$ cat src/hw/rtl/rctr_pkg.sv
`timescale 1ns / 1ps
`default_nettype none
// ---------------------------------------------------------------------------
// rctr_pkg
// Shared types and constants of the transmitter report decoder.
// ---------------------------------------------------------------------------
package rctr_pkg;

   localparam logic [7:0] REPORT_LEN = 8'd8;
   localparam logic [7:0] REPORT_ID  = 8'd5;

   localparam logic [1:0] STATUS_OK         = 2'd0;
   localparam logic [1:0] STATUS_BAD_LENGTH = 2'd1;
   localparam logic [1:0] STATUS_BAD_ID     = 2'd2;

   localparam logic [1:0] CSR_DEADZONE   = 2'd0;
   localparam logic [1:0] CSR_STICK_GAIN = 2'd1;
   localparam logic [1:0] CSR_DIAL_MODE  = 2'd2;

   localparam logic [6:0]  DEADZONE_RESET   = 7'd5;
   localparam logic [15:0] STICK_GAIN_RESET = 16'd23406;
   localparam logic [15:0] UNITY_GAIN       = 16'd16384;

   localparam logic signed [15:0] AXIS_ONE     = 16'sd16384;
   localparam logic signed [15:0] AXIS_NEG_ONE = -16'sd16384;

   localparam int TRIM_COUNT = 10;
   localparam logic [7:0] TRIM_PATTERNS [TRIM_COUNT] = '{
      8'ha2, 8'h51, 8'h36, 8'h1b, 8'h12, 8'h09, 8'h06, 8'h03, 8'h02, 8'h01
   };

   typedef struct packed {
      logic [6:0]  deadzone;
      logic [15:0] stick_gain;
      logic        dial_mode;
   } rctr_cfg_type;

   typedef struct packed {
      logic [7:0] report_length;
      logic [7:0] report_id;
      logic [7:0] aileron_byte;
      logic [7:0] elevator_byte;
      logic [7:0] throttle_byte;
      logic [7:0] dial_byte;
      logic [7:0] rudder_byte;
      logic [7:0] trim_byte;
      logic [7:0] switch_byte;
   } rctr_report_type;

   typedef struct packed {
      logic signed [15:0] axis_rudder;
      logic signed [15:0] axis_throttle;
      logic signed [15:0] axis_aileron;
      logic signed [15:0] axis_elevator;
      logic signed [15:0] axis_aux;
      logic signed [7:0]  dial_delta;
      logic [17:0]        button_bits;
   } rctr_held_type;

endpackage
`default_nettype wire

$ cat src/hw/rtl/rctr_axis_scale.sv
`timescale 1ns / 1ps
`default_nettype none
// ---------------------------------------------------------------------------
// rctr_axis_scale
// Centers one axis byte, applies the deadzone, scales by gain and clamps
// to plus or minus one in Q1.14.
// ---------------------------------------------------------------------------
module rctr_axis_scale
   import rctr_pkg::*;
(
   input  logic [7:0]         axis_byte,
   input  logic [6:0]         deadzone,
   input  logic [15:0]        gain,
   output logic signed [15:0] axis_value
);

   logic signed [8:0]  centered;
   logic [7:0]         magnitude;
   logic signed [16:0] gain_signed;
   logic signed [25:0] product;
   logic signed [18:0] shifted;

   always_comb begin
      centered    = $signed({1'b0, axis_byte}) - 9'sd128;
      magnitude   = centered[8] ? 8'(-centered) : 8'(centered);
      gain_signed = $signed({1'b0, gain});
      product     = 26'(centered) * 26'(gain_signed);
      // arithmetic shift, rounds toward minus infinity
      shifted     = product[25:7];
      if (magnitude < {1'b0, deadzone}) begin
         axis_value = '0;
      end else if (shifted > 19'sd16384) begin
         axis_value = AXIS_ONE;
      end else if (shifted < -19'sd16384) begin
         axis_value = AXIS_NEG_ONE;
      end else begin
         axis_value = shifted[15:0];
      end
   end

endmodule
`default_nettype wire

$ cat src/hw/rtl/rctr_trim_decode.sv
`timescale 1ns / 1ps
`default_nettype none
// ---------------------------------------------------------------------------
// rctr_trim_decode
// Greedy pattern removal decode of the trim switch byte.
// ---------------------------------------------------------------------------
module rctr_trim_decode
   import rctr_pkg::*;
(
   input  logic [7:0]            trim_byte,
   output logic [TRIM_COUNT-1:0] trim_buttons
);

   logic [7:0] residue;

   always_comb begin
      residue      = trim_byte;
      trim_buttons = '0;
      for (int i = 0; i < TRIM_COUNT; i++) begin
         if ((residue & TRIM_PATTERNS[i]) == TRIM_PATTERNS[i]) begin
            residue = residue ^ TRIM_PATTERNS[i];
            trim_buttons[TRIM_COUNT-1-i] = 1'b1;
         end
      end
   end

endmodule
`default_nettype wire

$ cat src/hw/rtl/rc_transmitter_report_decoder_unit.sv
`timescale 1ns / 1ps
`default_nettype none
// ---------------------------------------------------------------------------
// rc_transmitter_report_decoder_unit
// Decodes one transmitter report per beat into axes, dial delta and buttons.
// Path: the req beat is captured in the input register, then decoded into the result register that drives rsp_valid.
// Throughput: one report per cycle while the result register can drain; decode is one pass of logic.
// Reset: synchronous; clears held axes, delta, buttons, last dial position,
// and loads deadzone 5, stick gain 23406, aux axis mode.
// ---------------------------------------------------------------------------
module rc_transmitter_report_decoder_unit
   import rctr_pkg::*;
(
   input  logic               clock,
   input  logic               reset,

   input  logic               req_valid,
   output logic               req_ready,
   input  logic [7:0]         req_report_length,
   input  logic [7:0]         req_report_id,
   input  logic [7:0]         req_aileron_byte,
   input  logic [7:0]         req_elevator_byte,
   input  logic [7:0]         req_throttle_byte,
   input  logic [7:0]         req_dial_byte,
   input  logic [7:0]         req_rudder_byte,
   input  logic [7:0]         req_trim_byte,
   input  logic [7:0]         req_switch_byte,

   output logic               rsp_valid,
   input  logic               rsp_ready,
   output logic [1:0]         rsp_status,
   output logic signed [15:0] rsp_axis_rudder,
   output logic signed [15:0] rsp_axis_throttle,
   output logic signed [15:0] rsp_axis_aileron,
   output logic signed [15:0] rsp_axis_elevator,
   output logic signed [15:0] rsp_axis_aux,
   output logic signed [7:0]  rsp_dial_delta,
   output logic [17:0]        rsp_button_bits,

   input  logic               csr_valid,
   output logic               csr_ready,
   input  logic [1:0]         csr_index,
   input  logic [15:0]        csr_data
);

   rctr_cfg_type    cfg_ff, cfg_in;
   rctr_report_type s1_report_ff, s1_report_in;
   rctr_held_type   held_ff, held_in;
   logic            s1_valid_ff, s1_valid_in;
   logic            rsp_valid_ff, rsp_valid_in;
   logic [1:0]      status_ff, status_in;
   logic [7:0]      last_dial_ff, last_dial_in;

   logic            req_fire;
   logic            advance;
   logic            decode_ok;
   logic signed [15:0] rudder_value, throttle_value, aileron_value;
   logic signed [15:0] elevator_value, aux_value;
   logic [TRIM_COUNT-1:0] trim_buttons;

   assign csr_ready = 1'b1;
   assign advance   = s1_valid_ff && (!rsp_valid_ff || rsp_ready);
   assign req_ready = !s1_valid_ff || advance;
   assign req_fire  = req_valid && req_ready;

   rctr_axis_scale u_rudder (
      .axis_byte  (s1_report_ff.rudder_byte),
      .deadzone   (cfg_ff.deadzone),
      .gain       (cfg_ff.stick_gain),
      .axis_value (rudder_value)
   );

   rctr_axis_scale u_throttle (
      .axis_byte  (s1_report_ff.throttle_byte),
      .deadzone   (cfg_ff.deadzone),
      .gain       (cfg_ff.stick_gain),
      .axis_value (throttle_value)
   );

   rctr_axis_scale u_aileron (
      .axis_byte  (s1_report_ff.aileron_byte),
      .deadzone   (cfg_ff.deadzone),
      .gain       (cfg_ff.stick_gain),
      .axis_value (aileron_value)
   );

   rctr_axis_scale u_elevator (
      .axis_byte  (s1_report_ff.elevator_byte),
      .deadzone   (cfg_ff.deadzone),
      .gain       (cfg_ff.stick_gain),
      .axis_value (elevator_value)
   );

   rctr_axis_scale u_aux (
      .axis_byte  (s1_report_ff.dial_byte),
      .deadzone   (cfg_ff.deadzone),
      .gain       (UNITY_GAIN),
      .axis_value (aux_value)
   );

   rctr_trim_decode u_trim (
      .trim_byte    (s1_report_ff.trim_byte),
      .trim_buttons (trim_buttons)
   );

   always_comb begin
      cfg_in = cfg_ff;
      if (csr_valid && csr_ready) begin
         case (csr_index)
            CSR_DEADZONE:   cfg_in.deadzone   = csr_data[6:0];
            CSR_STICK_GAIN: cfg_in.stick_gain = csr_data;
            CSR_DIAL_MODE:  cfg_in.dial_mode  = csr_data[0];
            default:        cfg_in = cfg_ff;
         endcase
      end
   end

   always_comb begin
      s1_report_in = s1_report_ff;
      if (req_fire) begin
         s1_report_in.report_length = req_report_length;
         s1_report_in.report_id     = req_report_id;
         s1_report_in.aileron_byte  = req_aileron_byte;
         s1_report_in.elevator_byte = req_elevator_byte;
         s1_report_in.throttle_byte = req_throttle_byte;
         s1_report_in.dial_byte     = req_dial_byte;
         s1_report_in.rudder_byte   = req_rudder_byte;
         s1_report_in.trim_byte     = req_trim_byte;
         s1_report_in.switch_byte   = req_switch_byte;
      end
      s1_valid_in  = req_fire ? 1'b1 : (advance ? 1'b0 : s1_valid_ff);
      rsp_valid_in = advance ? 1'b1 : (rsp_ready ? 1'b0 : rsp_valid_ff);
   end

   always_comb begin
      if (s1_report_ff.report_length != REPORT_LEN) begin
         status_in = STATUS_BAD_LENGTH;
      end else if (s1_report_ff.report_id != REPORT_ID) begin
         status_in = STATUS_BAD_ID;
      end else begin
         status_in = STATUS_OK;
      end
      if (!advance) begin
         status_in = status_ff;
      end
      decode_ok = advance && (status_in == STATUS_OK);

      held_in      = held_ff;
      last_dial_in = last_dial_ff;
      if (decode_ok) begin
         held_in.axis_rudder   = rudder_value;
         held_in.axis_throttle = throttle_value;
         held_in.axis_aileron  = aileron_value;
         held_in.axis_elevator = elevator_value;
         held_in.button_bits   = {trim_buttons, s1_report_ff.switch_byte};
         if (cfg_ff.dial_mode) begin
            held_in.dial_delta = $signed(s1_report_ff.dial_byte - last_dial_ff);
            last_dial_in       = s1_report_ff.dial_byte;
         end else begin
            held_in.axis_aux   = aux_value;
         end
      end
   end

   always_ff @(posedge clock) begin
      if (reset) begin
         cfg_ff.deadzone   <= DEADZONE_RESET;
         cfg_ff.stick_gain <= STICK_GAIN_RESET;
         cfg_ff.dial_mode  <= 1'b0;
         s1_valid_ff       <= 1'b0;
         rsp_valid_ff      <= 1'b0;
         status_ff         <= STATUS_OK;
         held_ff           <= '0;
         last_dial_ff      <= '0;
      end else begin
         cfg_ff       <= cfg_in;
         s1_valid_ff  <= s1_valid_in;
         rsp_valid_ff <= rsp_valid_in;
         status_ff    <= status_in;
         held_ff      <= held_in;
         last_dial_ff <= last_dial_in;
      end
   end

   always_ff @(posedge clock) begin
      s1_report_ff <= s1_report_in;
   end

   assign rsp_valid         = rsp_valid_ff;
   assign rsp_status        = status_ff;
   assign rsp_axis_rudder   = held_ff.axis_rudder;
   assign rsp_axis_throttle = held_ff.axis_throttle;
   assign rsp_axis_aileron  = held_ff.axis_aileron;
   assign rsp_axis_elevator = held_ff.axis_elevator;
   assign rsp_axis_aux      = held_ff.axis_aux;
   assign rsp_dial_delta    = held_ff.dial_delta;
   assign rsp_button_bits   = held_ff.button_bits;

   // rejected report leaves all held values untouched
   assert property (@(posedge clock) disable iff (reset)
      (advance && !decode_ok) |=> ($stable(held_ff) && $stable(last_dial_ff)))
      else $error("held state changed on a rejected report");

   // clamp keeps the aileron and rudder axes within plus or minus one
   assert property (@(posedge clock) disable iff (reset)
      rsp_valid_ff |-> (held_ff.axis_aileron <= AXIS_ONE
                        && held_ff.axis_aileron >= AXIS_NEG_ONE
                        && held_ff.axis_rudder <= AXIS_ONE
                        && held_ff.axis_rudder >= AXIS_NEG_ONE))
      else $error("axis out of range");

   // aux axis held and dial tracked only in dial mode
   assert property (@(posedge clock) disable iff (reset)
      (decode_ok && cfg_ff.dial_mode) |=> $stable(held_ff.axis_aux))
      else $error("aux axis changed in dial mode");

   assert property (@(posedge clock) disable iff (reset)
      (decode_ok && !cfg_ff.dial_mode) |=> $stable(last_dial_ff))
      else $error("last dial position changed in aux mode");

   // a full input register that cannot drain blocks new beats
   assert property (@(posedge clock) disable iff (reset)
      (s1_valid_ff && !advance) |-> !req_ready)
      else $error("input register overrun");

endmodule
`default_nettype wire
$ cat config.mk
export PLATFORM = sky130hd
export DESIGN_NAME = rc_transmitter_report_decoder_unit
export DESIGN_NICKNAME = d
export VERILOG_FILES = /design/src/hw/rtl/rctr_pkg.sv /design/src/hw/rtl/rctr_axis_scale.sv /design/src/hw/rtl/rctr_trim_decode.sv /design/src/hw/rtl/rc_transmitter_report_decoder_unit.sv
export SDC_FILE = /design/constraint.sdc
export NUM_CORES = 2
export LEC_CHECK = 0
export ABC_AREA = 1
export BUFFER_PORTS_ARGS = -buffer_cell sky130_fd_sc_hd__buf_4
export CAP_MARGIN = 5
export CORE_UTILIZATION = 40
export CTS_CLUSTER_DIAMETER = 200
export DETAILED_ROUTE_END_ITERATION = 16
export SYNTH_ARGS = -nofsm -noshare
export SYNTH_HDL_FRONTEND = slang
export SYNTH_SLANG_ARGS = --single-unit
$ cat constraint.sdc
create_clock -name clock -period 10.1 [get_ports clock]
set_input_delay 1.01 -clock clock [delete_from_list [all_inputs] [get_ports clock]]
set_output_delay 1.01 -clock clock [all_outputs]
set_load 0.05 [all_outputs]
==> out/results.ini <==
[clock_network]
clk_pin_slew_ns=0.07
cts_buffers=27
cts_hold_buf=0
cts_sinks=206
cts_max_level=1
cts_tree=built
cts_setup_buffers=0
cts.repair.resized=0
cts_buffer_depth=3
clk_latency_ns=0.63
cts-root-buf=clkbuf_16

[critical_path]
crit_path_start_kind=flip-flop
arrival_ns=7.33
regToRegStartpoint=s1_report_ff[39]$_DFFE_PP_
rr_worst_depth=20
worstSetupPathType=flip-flop to flip-flop
crit_required_ns=10.61
cp-end-kind=flip-flop
r2r-end=rsp_axis_throttle[1]$_SDFFE_PP0P_
r2r_slack_ns=3.29
worst-path-max-fanout=33

[detailed_routing]
drt_first_pass_iters=5
drtIter0Drc=1441
wl_met3_um=4590
top_layer_used=met5
ant_nets=0
route.detailed.drc=0
wl_met1_um=35800
post_drt_wl_per_cell_um=16.3
dr_total_vias=24550
wl_met2_um=38400
vias_per_cell=4.94
postRouteWirelength_um=81100

[logic_synthesis]
synth_edf_count=72
yosys_most_used_dff=dfxtp_1
avgSynthCellArea_um2=7.50
synth_top_cell_by_area=fa_1
synthDistinctLibCells=42
yosysSeqAreaShare=0.165
synthCells=3914
synth_seq_cells=206
synth.area.top_cells=fa_1, nand2_1, ha_1
netlist.area_leader.share=0.268
async_reset_ff_frac=0
ys_warn_count=0
syn_area_mm2=0.0294

[cells_and_area]
fillers=7391
finish.utilization=0.450
syn_to_final_growth_pct=10.5
drive_gt1_frac=0.0822
fin_cells=4966
post-route-cell-area_mm2=0.0325
final_cell_mix=nand2_1, inv_1, fa_1, nor2_1, ha_1
layout_commonest_cell=nand2_1
nets=4778

[flow_run]
maxCapViolCount=0

[sta]
tightest_slew_ns=1.15
report.final.slew_viol_count=0
slew_headroom=0.229
period_minus_slack_ns=6.81
rsz0062_at_grt=false
setup_viol=0
worst_slack_ns=3.29
fmax_mhz=147
fin_hold_ws_ns=0.464
final.setup_skew_ns=0.0558
min_period_over_period=0.675
fin_tns_setup_ns=0
finalHoldViolCount=0

[floorplanning]
rows=98
initial_core_util=0.407
coreArea_mm2=0.0721
fp.dieH_um=273
dieWidth_um=273
die-area_mm2=0.0745
ios=206

[power]
ir_drop_v=0.000206
total_power_mw=9.69
powerDensity_mw_per_mm2=299
p_leak_nw=17.8

[worst_hold_path]
min_from=rsp_axis_rudder[8]$_SDFFE_PP0P_
min_to=rsp_axis_rudder[8]$_SDFFE_PP0P_
hold-path-cell-count=2
hold_path.class=flip-flop to flip-flop

[status]
status=complete, no violations

[place]
pre_cts_slack_ns=3.39
dpl.hpwl_um=62200
dpl.cell_count=4913
placed_area_mm2=0.0315
numPortBuffers=197
place_congestion=0.926

[global_route]
grt_pass1_vias=24854
grt_antenna_before_repair=9
grt_pass1_wl_um=131000
grt.total_usage=0.222
overflow=0
grt_max_degree=49

[cell type report]
type                    instances  area (um2)  area share
flip-flops and latches        206        4840       0.149
diodes                          3        7.51    0.000231
multi-input cells            2758       20900       0.644
repair buffers                223        1670      0.0516
clock buffers                  36         761      0.0234
clock inverters                14         160     0.00493
well taps                     950        1190      0.0366
inverters                     776        2910      0.0898
[Yosys cell counts, types with 12 or more instances]
cell	n
nand2_1	1040
inv_1	767
fa_1	393
nor2_1	309
ha_1	298
a21oi_1	201
nand3_1	139
clkbuf_1	136
dfxtp_1	134
o21ai_0	98
edfxtp_1	72
nor3_1	34
nand3b_1	29
xor2_1	28
nand2_2	27
xnor2_1	26
nand4_1	24
buf_1	18
buf_4	14
o21bai_1	13
o211ai_1	12
[worst max path at each step]
stage	start	endpoint	slack, ns	depth (start not counted)
floorplan	cfg_ff[2]$_SDFFE_PP1P_	rsp_axis_rudder[4]$_SDFFE_PP0P_	4.50	28
global placement	s1_report_ff[39]$_DFFE_PP_	rsp_axis_throttle[11]$_SDFFE_PP0P_	3.49	20
detailed placement	s1_report_ff[39]$_DFFE_PP_	rsp_axis_throttle[9]$_SDFFE_PP0P_	3.39	20
CTS	s1_report_ff[39]$_DFFE_PP_	rsp_axis_throttle[11]$_SDFFE_PP0P_	3.32	20
global route	s1_report_ff[39]$_DFFE_PP_	rsp_axis_throttle[1]$_SDFFE_PP0P_	2.70	20
finish	s1_report_ff[39]$_DFFE_PP_	rsp_axis_throttle[1]$_SDFFE_PP0P_	3.29	20
[layer usage]
layer  global-route usage  up-vias
met3               0.0353      128
met5                    0        -
met2                0.380      520
li1                     -    12060
met1                0.288    11830
met4               0.0613       12
[cell families after synthesis]
family | share of synthesized area
fa+ha+maj | 0.395
xor+xnor | 0.0178
buf+inv | 0.125
other cells | 0.000256
compound gates | 0.0686
flops | 0.165
simple gates | 0.229
[registers in the layout, summed over array words and instances (netlist names)]
name,count
cfg_ff,24
rsp_axis_aux,8
rsp_axis_elevator,16
s1_valid_ff,1
last_dial_ff,8
s1_report_ff,72
rsp_axis_rudder,16
rsp_status,2
rsp_button_bits,18
rsp_dial_delta,8
rsp_axis_throttle,16
rsp_axis_aileron,16
rsp_valid,1
[report_power, final]
| part | total (mW) | internal (mW) | switching, mW |
|---|---|---|---|
| clock | 1.03 | 0.587 | 0.441 |
| combinational | 7.72 | 2.79 | 4.93 |
| sequential | 0.948 | 0.885 | 0.0633 |
[critical path, stage by stage (launching register included)]
cell	delay, ns
edfxtp_1	1.06
clkinv_1	0.78
nand2_1	0.28
fa_1	0.46
fa_1	0.49
inv_1	0.05
fa_1	0.49
fa_1	0.42
fa_1	0.38
ha_1	0.22
a21oi_1	0.19
o21ai_0	0.16
a21oi_1	0.26
nor2_1	0.07
nor2_1	0.08
nand2_1	0.07
xnor2_1	0.31
inv_1	0.20
nand2_1	0.42
nand3_1	0.16
a21oi_1	0.14
Note: power is estimated with default switching activity, not from simulation.
